--- src/design/websocket_frame_deframer_assert.svh ---
// Assertion macros used by the deframer queue module.
`ifndef WEBSOCKET_FRAME_DEFRAMER_ASSERT_SVH
`define WEBSOCKET_FRAME_DEFRAMER_ASSERT_SVH
`ifndef SYNTHESIS
// Same-cycle implication, checked out of reset.
`define WSD_ASSERT_IMPL(lbl, clk, rst, ante, cons) \
   lbl: assert property (@(posedge clk) disable iff (rst) (ante) |-> (cons)) \
      else $error("wsd assertion failed");
// Next-cycle implication, checked out of reset.
`define WSD_ASSERT_NEXT(lbl, clk, rst, ante, cons) \
   lbl: assert property (@(posedge clk) disable iff (rst) (ante) |=> (cons)) \
      else $error("wsd assertion failed");
`else
`define WSD_ASSERT_IMPL(lbl, clk, rst, ante, cons)
`define WSD_ASSERT_NEXT(lbl, clk, rst, ante, cons)
`endif
`endif

--- src/design/wsd_pkg.sv ---
`timescale 1ns / 1ps
package wsd_pkg;

   // Width of the payload length counter; longer lengths wrap.
   localparam int LENGTH_BITS = 32;

   // Depth of the queue between front and back.
   localparam int QUEUE_DEPTH = 4;
   localparam int QPTR_BITS   = $clog2(QUEUE_DEPTH);
   localparam int QCNT_BITS   = $clog2(QUEUE_DEPTH + 1);

   // Frame opcodes of interest.
   localparam logic [3:0] OP_TEXT  = 4'h1;
   localparam logic [3:0] OP_CLOSE = 4'h8;
   localparam logic [3:0] OP_PING  = 4'h9;

   // Result kinds.
   localparam logic [1:0] KIND_TEXT  = 2'd0;
   localparam logic [1:0] KIND_PING  = 2'd1;
   localparam logic [1:0] KIND_CLOSE = 2'd2;

   // One classified result on its way to the back part.
   typedef struct packed {
      logic [1:0] kind;
      logic [7:0] data;
      logic       has_data;
      logic       frame_last;
      logic       masked;
      logic [7:0] key_byte;
   } wsd_item_type;

endpackage

--- src/design/wsd_front.sv ---
`timescale 1ns / 1ps
module wsd_front (
   input  logic                clock,
   input  logic                reset,
   input  logic                accept,
   input  logic [7:0]          rx_byte,
   output logic                push,
   output wsd_pkg::wsd_item_type item
);
   import wsd_pkg::*;

   // Parse phases
   localparam logic [2:0] PH_HDR0 = 3'd0;
   localparam logic [2:0] PH_HDR1 = 3'd1;
   localparam logic [2:0] PH_EXT  = 3'd2;
   localparam logic [2:0] PH_KEY  = 3'd3;
   localparam logic [2:0] PH_DATA = 3'd4;

   logic [2:0]             phase_ff, phase_in;
   logic [3:0]             opcode_ff, opcode_in;
   logic                   masked_ff, masked_in;
   logic [2:0]             ext_cnt_ff, ext_cnt_in;
   logic [LENGTH_BITS-1:0] remain_ff, remain_in;
   logic [31:0]            key_ff, key_in;
   logic [1:0]             idx_ff, idx_in;

   logic                   end_len, end_hdr, mask_sel, last;
   logic [LENGTH_BITS-1:0] len_val;
   logic [7:0]             key_sel;

   // Key byte for the next payload byte, first key byte first
   always_comb begin
      case (idx_ff)
         2'd0:    key_sel = key_ff[31:24];
         2'd1:    key_sel = key_ff[23:16];
         2'd2:    key_sel = key_ff[15:8];
         default: key_sel = key_ff[7:0];
      endcase
   end

   // Header parser and payload classifier
   always_comb begin
      phase_in   = phase_ff;
      opcode_in  = opcode_ff;
      masked_in  = masked_ff;
      ext_cnt_in = ext_cnt_ff;
      remain_in  = remain_ff;
      key_in     = key_ff;
      idx_in     = idx_ff;
      end_len    = 1'b0;
      end_hdr    = 1'b0;
      mask_sel   = masked_ff;
      len_val    = remain_ff;
      last       = 1'b0;
      push       = 1'b0;
      item       = '0;
      item.masked   = masked_ff;
      item.key_byte = key_sel;

      if (accept) begin
         case (phase_ff)
            PH_HDR1: begin
               mask_sel  = rx_byte[7];
               masked_in = rx_byte[7];
               key_in    = '0;
               idx_in    = '0;
               remain_in = '0;
               if (rx_byte[6:0] == 7'd126) begin
                  ext_cnt_in = 3'd1;
                  phase_in   = PH_EXT;
               end else if (rx_byte[6:0] == 7'd127) begin
                  ext_cnt_in = 3'd7;
                  phase_in   = PH_EXT;
               end else begin
                  len_val   = {{(LENGTH_BITS-7){1'b0}}, rx_byte[6:0]};
                  remain_in = len_val;
                  end_len   = 1'b1;
               end
            end
            PH_EXT: begin
               len_val   = {remain_ff[LENGTH_BITS-9:0], rx_byte};
               remain_in = len_val;
               if (ext_cnt_ff == 3'd0) begin
                  end_len = 1'b1;
               end else begin
                  ext_cnt_in = ext_cnt_ff - 3'd1;
               end
            end
            PH_KEY: begin
               key_in = {key_ff[23:0], rx_byte};
               if (idx_ff == 2'd3) begin
                  idx_in  = '0;
                  end_hdr = 1'b1;
               end else begin
                  idx_in = idx_ff + 2'd1;
               end
            end
            PH_DATA: begin
               idx_in    = idx_ff + 2'd1;
               remain_in = remain_ff - {{(LENGTH_BITS-1){1'b0}}, 1'b1};
               last      = (remain_in == '0);
               if (last) begin
                  phase_in = PH_HDR0;
               end
               item.frame_last = last;
               if (opcode_ff == OP_TEXT || opcode_ff == OP_PING) begin
                  push          = 1'b1;
                  item.kind     = (opcode_ff == OP_TEXT) ? KIND_TEXT : KIND_PING;
                  item.data     = rx_byte;
                  item.has_data = 1'b1;
               end else if (opcode_ff == OP_CLOSE && last) begin
                  push      = 1'b1;
                  item.kind = KIND_CLOSE;
               end
            end
            default: begin
               opcode_in = rx_byte[3:0];
               phase_in  = PH_HDR1;
            end
         endcase

         // Length complete: take the key next, or close the header
         if (end_len) begin
            if (mask_sel) begin
               phase_in = PH_KEY;
               idx_in   = '0;
            end else begin
               end_hdr = 1'b1;
            end
         end

         // Header complete: payload follows, or an empty frame ends here
         if (end_hdr) begin
            if (len_val != '0) begin
               phase_in = PH_DATA;
            end else begin
               phase_in        = PH_HDR0;
               item.frame_last = 1'b1;
               if (opcode_ff == OP_TEXT) begin
                  push      = 1'b1;
                  item.kind = KIND_TEXT;
               end else if (opcode_ff == OP_PING) begin
                  push      = 1'b1;
                  item.kind = KIND_PING;
               end else if (opcode_ff == OP_CLOSE) begin
                  push      = 1'b1;
                  item.kind = KIND_CLOSE;
               end
            end
         end
      end
   end

   always_ff @(posedge clock) begin
      if (reset) begin
         phase_ff   <= PH_HDR0;
         opcode_ff  <= '0;
         masked_ff  <= 1'b0;
         ext_cnt_ff <= '0;
         remain_ff  <= '0;
         key_ff     <= '0;
         idx_ff     <= '0;
      end else begin
         phase_ff   <= phase_in;
         opcode_ff  <= opcode_in;
         masked_ff  <= masked_in;
         ext_cnt_ff <= ext_cnt_in;
         remain_ff  <= remain_in;
         key_ff     <= key_in;
         idx_ff     <= idx_in;
      end
   end

endmodule

--- src/design/wsd_queue.sv ---
`timescale 1ns / 1ps
`include "websocket_frame_deframer_assert.svh"
module wsd_queue (
   input  logic                 clock,
   input  logic                 reset,
   input  logic                 push,
   input  wsd_pkg::wsd_item_type push_item,
   input  logic                 pop,
   output logic                 full,
   output logic                 not_empty,
   output wsd_pkg::wsd_item_type head_item
);
   import wsd_pkg::*;

   wsd_item_type         slot_ff [QUEUE_DEPTH];
   logic [QPTR_BITS-1:0] wr_ptr_ff, wr_ptr_in;
   logic [QPTR_BITS-1:0] rd_ptr_ff, rd_ptr_in;
   logic [QCNT_BITS-1:0] count_ff, count_in;

   assign full      = (count_ff == QCNT_BITS'(QUEUE_DEPTH));
   assign not_empty = (count_ff != '0);
   assign head_item = slot_ff[rd_ptr_ff];

   // Pointer and fill count update
   always_comb begin
      wr_ptr_in = wr_ptr_ff;
      rd_ptr_in = rd_ptr_ff;
      count_in  = count_ff;
      if (push) begin
         wr_ptr_in = (wr_ptr_ff == QPTR_BITS'(QUEUE_DEPTH - 1)) ? '0 : wr_ptr_ff + 1'b1;
      end
      if (pop) begin
         rd_ptr_in = (rd_ptr_ff == QPTR_BITS'(QUEUE_DEPTH - 1)) ? '0 : rd_ptr_ff + 1'b1;
      end
      if (push && !pop) begin
         count_in = count_ff + 1'b1;
      end else if (pop && !push) begin
         count_in = count_ff - 1'b1;
      end
   end

   always_ff @(posedge clock) begin
      if (reset) begin
         wr_ptr_ff <= '0;
         rd_ptr_ff <= '0;
         count_ff  <= '0;
      end else begin
         wr_ptr_ff <= wr_ptr_in;
         rd_ptr_ff <= rd_ptr_in;
         count_ff  <= count_in;
      end
   end

   // Entry storage
   always_ff @(posedge clock) begin
      if (push) begin
         slot_ff[wr_ptr_ff] <= push_item;
      end
   end

   `WSD_ASSERT_IMPL(a_no_push_full, clock, reset, full, !push)
   `WSD_ASSERT_IMPL(a_no_pop_empty, clock, reset, !not_empty, !pop)
   `WSD_ASSERT_NEXT(a_fill_grows, clock, reset, push && !pop, count_ff == $past(count_ff) + 1'b1)
   `WSD_ASSERT_IMPL(a_ptrs_agree, clock, reset, count_ff == '0, wr_ptr_ff == rd_ptr_ff)

endmodule

--- src/design/wsd_back.sv ---
`timescale 1ns / 1ps
module wsd_back (
   input  logic                 clock,
   input  logic                 reset,
   input  logic                 in_valid,
   input  wsd_pkg::wsd_item_type in_item,
   output logic                 pop,
   output logic                 rsp_valid,
   input  logic                 rsp_stall,
   output logic [1:0]           rsp_kind,
   output logic [7:0]           rsp_out_byte,
   output logic                 rsp_has_data,
   output logic                 rsp_frame_last
);
   import wsd_pkg::*;

   logic       valid_ff, valid_in;
   logic [1:0] kind_ff;
   logic [7:0] byte_ff, byte_in;
   logic       has_ff, last_ff;

   // Load the output register when it is empty or being drained
   assign pop      = in_valid && (!valid_ff || !rsp_stall);
   assign valid_in = pop ? 1'b1 : (valid_ff && rsp_stall);

   // Unmask the payload byte
   always_comb begin
      byte_in = '0;
      if (in_item.has_data) begin
         byte_in = in_item.masked ? (in_item.data ^ in_item.key_byte) : in_item.data;
      end
   end

   always_ff @(posedge clock) begin
      if (reset) begin
         valid_ff <= 1'b0;
      end else begin
         valid_ff <= valid_in;
      end
   end

   always_ff @(posedge clock) begin
      if (pop) begin
         kind_ff <= in_item.kind;
         byte_ff <= byte_in;
         has_ff  <= in_item.has_data;
         last_ff <= in_item.frame_last;
      end
   end

   assign rsp_valid      = valid_ff;
   assign rsp_kind       = kind_ff;
   assign rsp_out_byte   = byte_ff;
   assign rsp_has_data   = has_ff;
   assign rsp_frame_last = last_ff;

endmodule

--- src/design/websocket_frame_deframer.sv ---
`timescale 1ns / 1ps
// Channel   Ports                                                                       Dir
// request   req_valid, req_stall, req_rx_byte                                           in
// response  rsp_valid, rsp_stall, rsp_kind, rsp_out_byte, rsp_has_data, rsp_frame_last  out
//
// One byte is taken per cycle while req_stall is low; the header parser state is registered.
// A result is registered first in the queue, then in the output register; rsp_stall can hold it in either.
// req_stall rises only while the four-entry queue is full.
// Reset is synchronous; it returns the parser to the first header byte and empties the queue.
module websocket_frame_deframer (
   input  logic       clock,
   input  logic       reset,
   input  logic       req_valid,
   output logic       req_stall,
   input  logic [7:0] req_rx_byte,
   output logic       rsp_valid,
   input  logic       rsp_stall,
   output logic [1:0] rsp_kind,
   output logic [7:0] rsp_out_byte,
   output logic       rsp_has_data,
   output logic       rsp_frame_last
);
   import wsd_pkg::*;

   logic         accept, push, pop, q_full, q_not_empty;
   wsd_item_type push_item, head_item;

   // Input transfer
   assign req_stall = q_full;
   assign accept    = req_valid && !q_full;

   wsd_front u_front (
      .clock   (clock),
      .reset   (reset),
      .accept  (accept),
      .rx_byte (req_rx_byte),
      .push    (push),
      .item    (push_item)
   );

   wsd_queue u_queue (
      .clock     (clock),
      .reset     (reset),
      .push      (push),
      .push_item (push_item),
      .pop       (pop),
      .full      (q_full),
      .not_empty (q_not_empty),
      .head_item (head_item)
   );

   wsd_back u_back (
      .clock          (clock),
      .reset          (reset),
      .in_valid       (q_not_empty),
      .in_item        (head_item),
      .pop            (pop),
      .rsp_valid      (rsp_valid),
      .rsp_stall      (rsp_stall),
      .rsp_kind       (rsp_kind),
      .rsp_out_byte   (rsp_out_byte),
      .rsp_has_data   (rsp_has_data),
      .rsp_frame_last (rsp_frame_last)
   );

endmodule

--- config.mk ---
export PLATFORM = sky130hd
export DESIGN_NAME = websocket_frame_deframer
export DESIGN_NICKNAME = d
export VERILOG_FILES = /design/src/design/wsd_pkg.sv /design/src/design/wsd_front.sv /design/src/design/wsd_queue.sv /design/src/design/wsd_back.sv /design/src/design/websocket_frame_deframer.sv
export VERILOG_INCLUDE_DIRS = /design/src /design/src/design
export SDC_FILE = /design/constraint.sdc
export NUM_CORES = 1
export LEC_CHECK = 0
export BUFFER_PORTS_ARGS = -buffer_cell sky130_fd_sc_hd__buf_2
export CAP_MARGIN = 20
export CORE_ASPECT_RATIO = 1.2
export CORE_MARGIN = 5
export CORE_UTILIZATION = 30
export CTS_CLUSTER_SIZE = 28
export DETAILED_ROUTE_END_ITERATION = 7
export PLACE_DENSITY = 0.51
export SETUP_SLACK_MARGIN = 0.15
export SLEW_MARGIN = 40
export SYNTH_ARGS = -nofsm -noshare
export SYNTH_HDL_FRONTEND = slang
export SYNTH_SLANG_ARGS = --single-unit
--- constraint.sdc ---
create_clock -name clock -period 4.2 [get_ports clock]
set_input_delay 1.26 -clock clock [delete_from_list [all_inputs] [get_ports clock]]
set_output_delay 1.26 -clock clock [all_outputs]
set_load 0.05 [all_outputs]
==> results.sh, run 1 <==
export IMPL_slew_violations=0
export IMPL_io_buffers=25
export IMPL_final_core_util=0.352
export IMPL_syn_avg_cell_area_um2=10.5
export IMPL_ys_ff_latch=183
export IMPL_power_frac_clock=0.259
export IMPL_dieWidth_um=166
export IMPL_tritoncts="built"
export IMPL_slowest_stage="dfxtp_1"
export IMPL_area_growth_pct=16.1
export IMPL_final_cells=1264
export IMPL_die_area_um2=32600
export IMPL_synthTopCellsByArea="edfxtp_1 33%, dfxtp_1 20%, mux4_2 5.4%, a21oi_1 4.7%, nor2_1 3.4%"
export IMPL_crit_chain="inv_1 -> ha_2 -> nor3b_4 -> nand4_1 -> o31ai_2 -> o2111ai_1 -> nor4_4 -> a311oi_2 -> nor2_2 -> ha_1 -> inv_1 -> fa_1 -> xor2_1 -> or3_1 -> a21oi_1"
export IMPL_nets=892
export IMPL_grt_start_max_net_pins=42
export IMPL_cp_end_kind="flop"
export IMPL_synth_nets=861
export IMPL_rsz0062_at_grt="false"
export IMPL_yosysWarnings=0
export IMPL_skew_ns=0.00836
export IMPL_clock_latency_ns=0.43
export IMPL_core_area_um2=28800
export IMPL_fillers=2982
export IMPL_dpl_worst_slack_ns=-0.00386
export IMPL_dp_cells=1228
export IMPL_ir_drop_mv=0.297
export IMPL_io_pins=26
export IMPL_p_leak_nw=3.50
export IMPL_cp_num_buf_inv=2
export IMPL_syn_instance_count=834
export IMPL_wire_per_inst_um=17.0
export IMPL_p_int_mw=3.75
export IMPL_first_global_vias=6332
export IMPL_cts_root_buf="clkbuf_16"
export IMPL_fp_dieH_um=197
export IMPL_synth_largest_area_cell="edfxtp_1"
export IMPL_drt_iter0_drc=324
export IMPL_wl_um=21500
export IMPL_status="finished, final reports clean"
export IMPL_tightestPinTransition_ns=0.756
export IMPL_drive_gt1_frac=0.178
export IMPL_grt_first_pass_wirelength_um=34900
export IMPL_p_per_area_nw_per_um2=596
export IMPL_yosysSeqAreaShare=0.530
export IMPL_path_common_cell="inv_1"
export IMPL_syn_area_um2=8730
export IMPL_power_total_mw=6.04
export IMPL_drc=0
export IMPL_cts_sinks=183
export IMPL_switching_share=0.379
export IMPL_hp_class="reg -> reg"
export IMPL_power_frac_comb=0.367
export IMPL_period_share=0.898
export IMPL_antenna_found_initial=5
export IMPL_cts_buffer_depth=2
export IMPL_setup_tns_ns=0
export IMPL_synthArstFlopShare=0
export IMPL_cts_clk_slew_worst_paths_ns=0.07
export IMPL_synth_top_area_share=0.330
export IMPL_hold_viol_final=0
export IMPL_period_minus_slack_ns=3.77
export IMPL_synth_main_ff_cell="edfxtp_1"
export IMPL_cap_violations=0
export IMPL_numCtsBuffers=17
export IMPL_drtPass1Iterations=7
export IMPL_setup_viol_count_final=0
export IMPL_rows=68
export IMPL_hpwl_um=14400
export IMPL_start_util=0.303
export IMPL_htreeDepth=4
export IMPL_crit_path_max_fanout=9
export IMPL_slew_headroom=0.496
export IMPL_grt_ovfl_total=0
export IMPL_cp_arrival_ns=4.13
export IMPL_critPathRequiredTime_ns=4.56
export IMPL_hold_buffers=0
export IMPL_vias=6402
export IMPL_seqPwrFrac=0.374
export IMPL_fmax_mhz=265
export IMPL_synth_cell_types=70
export IMPL_place_gp_congestion=0.797
export IMPL_via_per_inst=5.06
export IMPL_fin_ws_ns=0.429
export IMPL_p_sw_mw=2.29
export IMPL_slowest_delay_ns=0.39
export IMPL_startpoint_type="flop"
export IMPL_grt_usage=0.132
export IMPL_synth_edff_count=96
export IMPL_crit_family="simple AND/OR/NAND/NOR gates"
export IMPL_worst_setup_path_type="reg -> reg"
export IMPL_ant_nets=0
-- metal layers --
metal,routed length (µm),vias up,global-route usage
li1,-,3151,-
met1,9540,3093,0.162
met2,10800,123,0.233
met3,729,29,0.0299
met4,349,6,0.0416
met5,47,-,0
-- sequential cells by signal, summed over array words and instances, names as in the netlist, 3 cells and up, named ones only --
| register | flops |
|---|---|
| u_front.opcode_ff | 4 |
| u_queue.slot_ff | 84 |
| u_front.remain_ff | 32 |
| u_queue.count_ff | 3 |
| u_front.key_ff | 32 |
| u_back.rsp_out_byte | 8 |
| u_front.ext_cnt_ff | 3 |
| u_front.phase_ff | 3 |
-- kinds of logic (layout without fill, tap and decap cells) --
kind of cell / after synthesis / after routing / synth area share
XOR/XNOR: 24 / 24 / 0.0241
AO/OA/AOI/OAI: 176 / 176 / 0.127
AND/OR/NAND/NOR: 320 / 320 / 0.190
other: 0 / 1 / 0
multiplexers: 35 / 35 / 0.0702
flip-flops: 183 / 183 / 0.530
buffers and inverters: 81 / 125 / 0.0368
adder cells (fa/ha/maj): 15 / 15 / 0.0224
-- cell type report --
type / instances / area, µm² / share of cell area
clock inverter: 14 / 145 / 0.0143
clock buffer: 18 / 429 / 0.0424
timing repair buffer: 72 / 541 / 0.0533
multi-input combinational: 570 / 3830 / 0.378
sequential: 183 / 4630 / 0.457
inverter: 21 / 78.8 / 0.00778
antenna: 1 / 2.50 / 0.000247
tap: 385 / 482 / 0.0475
-- power by group through the flow --
stage	logic [mW]	registers [mW]	clock network, mW
floorplan	1.47	2.41	0
global placement	2.18	2.30	0
detailed placement	2.18	2.30	0
CTS	2.19	2.26	1.61
global route	2.44	2.29	1.70
finish	2.22	2.26	1.56
-- worst min-delay path, delay by kind of cell, from the launching register on --
family / cells / cell delay (ns)
simple gates: 1 / 0.05
flops: 1 / 0.31
compound gates: 1 / 0.05
-- Yosys cell counts (all sizes together) (2+ instances only) --
cell type and n:
nand4 4, or3 6, o211ai 6, or3b 2, and2 10, xor2 15
clkbuf 41, a311oi 3, a21oi 83, nor3b 8, ha 14, xnor2 9
nor2b 2, mux2i 14, nand3b 4, nor2 78, dfxtp 87, a21o 3
nor4 17, inv 21, nand2b 4, a32o 3, nand3 51, nor3 35
or4 4, o21ai 31, a221oi 8, mux4 21, a22oi 8, buf 19
a211oi 10, or2 2, a222oi 8, o31ai 5, nand2 75, and3 4
edfxtp 96, and3b 8, o2111ai 2, and4 3
-- cell usage in the layout (no fill, tap or decap), types with 14 or more instances in the layout --
| master | synthesis | routed |
|---|---|---|
| nor2_1 | 78 | 77 |
| xor2_1 | 15 | 15 |
| edfxtp_1 | 96 | 96 |
| inv_1 | 21 | 21 |
| nand2_1 | 74 | 73 |
| a21oi_1 | 82 | 81 |
| buf_4 | 1 | 42 |
| nor3_1 | 32 | 32 |
| o21ai_0 | 27 | 27 |
| buf_2 | 5 | 25 |
| dfxtp_1 | 87 | 85 |
| mux2i_1 | 14 | 14 |
| clkbuf_16 | 0 | 17 |
| nand3_1 | 50 | 50 |
| mux4_2 | 21 | 21 |
-- timing repair --
| item | 4_1_cts | 5_1_grt |
|---|---|---|
| buffers inserted | 0 | 3 |
| setup endpoints to repair | 0 | 2 |
| gates resized for setup | 0 | 6 |
-- worst paths after layout --
| path | from | to | slack [ns] | cells past startpoint |
|---|---|---|---|---|
| max | u_front.remain_ff[0] | u_queue.count_ff[2] | 0.43 | 15 |
| min | u_front.key_ff[26] | u_front.key_ff[26] | 0.45 | 2 |
| max reg2reg | u_front.remain_ff[0] | u_queue.count_ff[2] | 0.43 | 15 |
| min reg2reg | u_front.key_ff[26] | u_front.key_ff[26] | 0.45 | 2 |
-- per-stage QoR --
step | hold slack [ns] | instance area (µm²)
3_3_place_gp | 0.439 | 9500
3_5_place_dp | 0.446 | 9500
4_1_cts | 0.455 | 10100
2_1_floorplan | 0.431 | 8730
6_report | 0.455 | 10100
5_1_grt | 0.476 | 10100
Note: power is estimated with default switching activity, not from simulation.
==> run 2: changes to the inputs <==
--- a/config.mk
+++ b/config.mk
@@ -7,9 +7,8 @@
 export NUM_CORES = 1
 export LEC_CHECK = 0
 export BUFFER_PORTS_ARGS = -buffer_cell sky130_fd_sc_hd__buf_2
-export CAP_MARGIN = 20
+export CAP_MARGIN = 10
 export CORE_ASPECT_RATIO = 1.2
-export CORE_MARGIN = 5
 export CORE_UTILIZATION = 30
 export CTS_CLUSTER_SIZE = 28
 export DETAILED_ROUTE_END_ITERATION = 7
==> run 2 against run 1 <==
  * Wire length is 1.0% higher
  * Largest cell class unchanged
  * Hold slack worse by 0.00055 ns
  * Core utilization is 0.13 points higher
==> results.sh, run 2 (synthesized netlist as in run 1, its figures left out) <==
export IMPL_status="finished, final reports clean"
export IMPL_first_global_vias=6296
export IMPL_critPathRequiredTime_ns=4.56
export IMPL_dieWidth_um=158
export IMPL_cts_clk_slew_worst_paths_ns=0.08
export IMPL_dp_cells=1226
export IMPL_dpl_cell_area_um2=9470
export IMPL_path_common_cell="xor2_1"
export IMPL_setup_tns_ns=0
export IMPL_fillers=2864
export IMPL_p_per_area_nw_per_um2=618
export IMPL_drt_iter0_drc=537
export IMPL_diodes=0
export IMPL_hp_class="reg -> reg"
export IMPL_grt_start_max_net_pins=42
export IMPL_core_area_um2=28700
export IMPL_final_area_um2=10100
export IMPL_area_growth_pct=16.2
export IMPL_hold_path_depth=2
export IMPL_hpwl_um=14500
export IMPL_cts_root_buf="clkbuf_16"
export IMPL_mostFrequentLayoutCells="96 x edfxtp_1, 86 x dfxtp_1, 82 x a21oi_1"
export IMPL_r2r_end="u_queue.count_ff[2]"
export IMPL_r2r_slack_ns=0.35
export IMPL_rows=68
export IMPL_setup_viol_count_final=0
export IMPL_tightestPinTransition_ns=0.760
export IMPL_fp_dieH_um=189
export IMPL_crit_chain="nor4_1 -> nand4_2 -> nor2_1 -> xor2_1 -> nor4_2 -> buf_4 -> a311oi_2 -> nor2_2 -> ha_1 -> inv_1 -> fa_1 -> xor2_1 -> or3_1 -> a21oi_1"
export IMPL_cts_sinks=183
export IMPL_die_area_um2=29800
export IMPL_r2r_start="u_front.remain_ff[9]"
export IMPL_slowest_stage="dfxtp_1"
export IMPL_antenna_found_initial=1
export IMPL_grt_usage=0.152
export IMPL_ir_drop_mv=0.263
export IMPL_rr_worst_depth=14
export IMPL_io_buffers=25
export IMPL_drtPass1Iterations=5
export IMPL_hold_buffers=0
export IMPL_period_minus_slack_ns=3.85
export IMPL_startpoint_type="flop"
export IMPL_worst_setup_path_type="reg -> reg"
export IMPL_hp_start="u_front.key_ff[31]"
export IMPL_place_gp_congestion=0.811
export IMPL_wire_per_inst_um=17.2
export IMPL_p_leak_nw=3.47
export IMPL_period_share=0.916
export IMPL_cts_buffer_depth=2
export IMPL_hold_viol_final=0
export IMPL_numCtsBuffers=17
export IMPL_wl_um=21700
export IMPL_via_per_inst=5.16
export IMPL_cap_violations=0
export IMPL_rsz0062_at_grt="false"
export IMPL_slowest_delay_ns=0.45
export IMPL_grt_first_pass_wirelength_um=35200
export IMPL_clock_latency_ns=0.44
export IMPL_skew_ns=0.0185
export IMPL_grt_ovfl_total=0
export IMPL_cp_arrival_ns=4.21
export IMPL_top_register="u_queue.slot_ff"
export IMPL_final_cells=1262
export IMPL_vias=6507
export IMPL_start_util=0.304
export IMPL_crit_path_max_fanout=10
export IMPL_slew_violations=0
export IMPL_ant_nets=0
export IMPL_tritoncts="built"
export IMPL_largest_reg_flops=84
export IMPL_hold_end="u_front.key_ff[31]"
export IMPL_slew_headroom=0.494
export IMPL_cp_end_kind="flop"
export IMPL_drive_gt1_frac=0.177
export IMPL_top_regs="u_queue.slot_ff (84), u_front.key_ff (32), u_front.remain_ff (32)"
export IMPL_nets=891
export IMPL_io_pins=26
export IMPL_drc=0
export IMPL_htreeDepth=4
export IMPL_final_common_cell="edfxtp_1"
export IMPL_fmax_mhz=260
==> run 2: final cells by class <==
class,instances,area (µm²),area share
Clock buffer,17,425,0.0420
Timing Repair Buffer,71,520,0.0513
Sequential cell,183,4630,0.456
Tap cell,385,482,0.0475
Multi-Input combinational cell,570,3820,0.376
Clock inverter,15,190,0.0188
Inverter,21,78.8,0.00777
==> run 2: critical path, delay by kind of cell, from the launching register on <==
family | cells | cell delay, ns
buffers and inverters | 2 | 0.24
adder cells (fa/ha/maj) | 2 | 0.56
AND/OR/NAND/NOR | 6 | 1.97
AO/OA/AOI/OAI | 2 | 0.24
flip-flops | 1 | 0.45
XOR/XNOR | 2 | 0.31
==> run 2: what timing repair did <==
item,in CTS,in global routing
resized for setup,0,6
setup buffers,0,4
setup endpoints to repair,0,1
==> run 2: worst max-delay path by stage <==
stage,slack [ns],to,startpoint,cells past startpoint
finish,0.35,u_queue.count_ff[2],u_front.remain_ff[9],14
global route,0.16,u_queue.count_ff[2],u_front.remain_ff[4],14
CTS,0.24,u_queue.count_ff[2],u_front.remain_ff[0],16
detailed placement,0.04,u_queue.count_ff[2],req_rx_byte[3],14
global placement,0.06,u_queue.count_ff[2],req_rx_byte[3],14
floorplan,0.37,u_queue.count_ff[2],req_rx_byte[3],13
==> run 2: per-stage QoR <==
stage / power, mW / setup WS, ns / hold WS (ns) / utilization
detailed placement: 4.59 / 0.0447 / 0.444 / 0.330
global route: 6.62 / 0.158 / 0.474 / 0.354
floorplan: 3.88 / 0.374 / 0.431 / -
global placement: 4.59 / 0.0607 / 0.439 / 0.330
finish: 6.26 / 0.352 / 0.454 / 0.354
CTS: 6.26 / 0.236 / 0.454 / 0.352
==> run 2: routing by layer <==
metal	wire length, µm	track usage	up-vias	share of wire
li1	-	-	3150	-
met1	9720	0.196	3197	0.45
met2	10900	0.255	140	0.50
met4	357	0.0556	2	0.016
met3	750	0.0237	18	0.035
met5	8	0	-	0.00037
==> run 2: power breakdown <==
| part | internal [mW] | switching (mW) |
|---|---|---|
| sequential | 2.06 | 0.193 |
| clock | 0.865 | 0.793 |
| combinational | 0.924 | 1.43 |
| total | 3.85 | 2.41 |
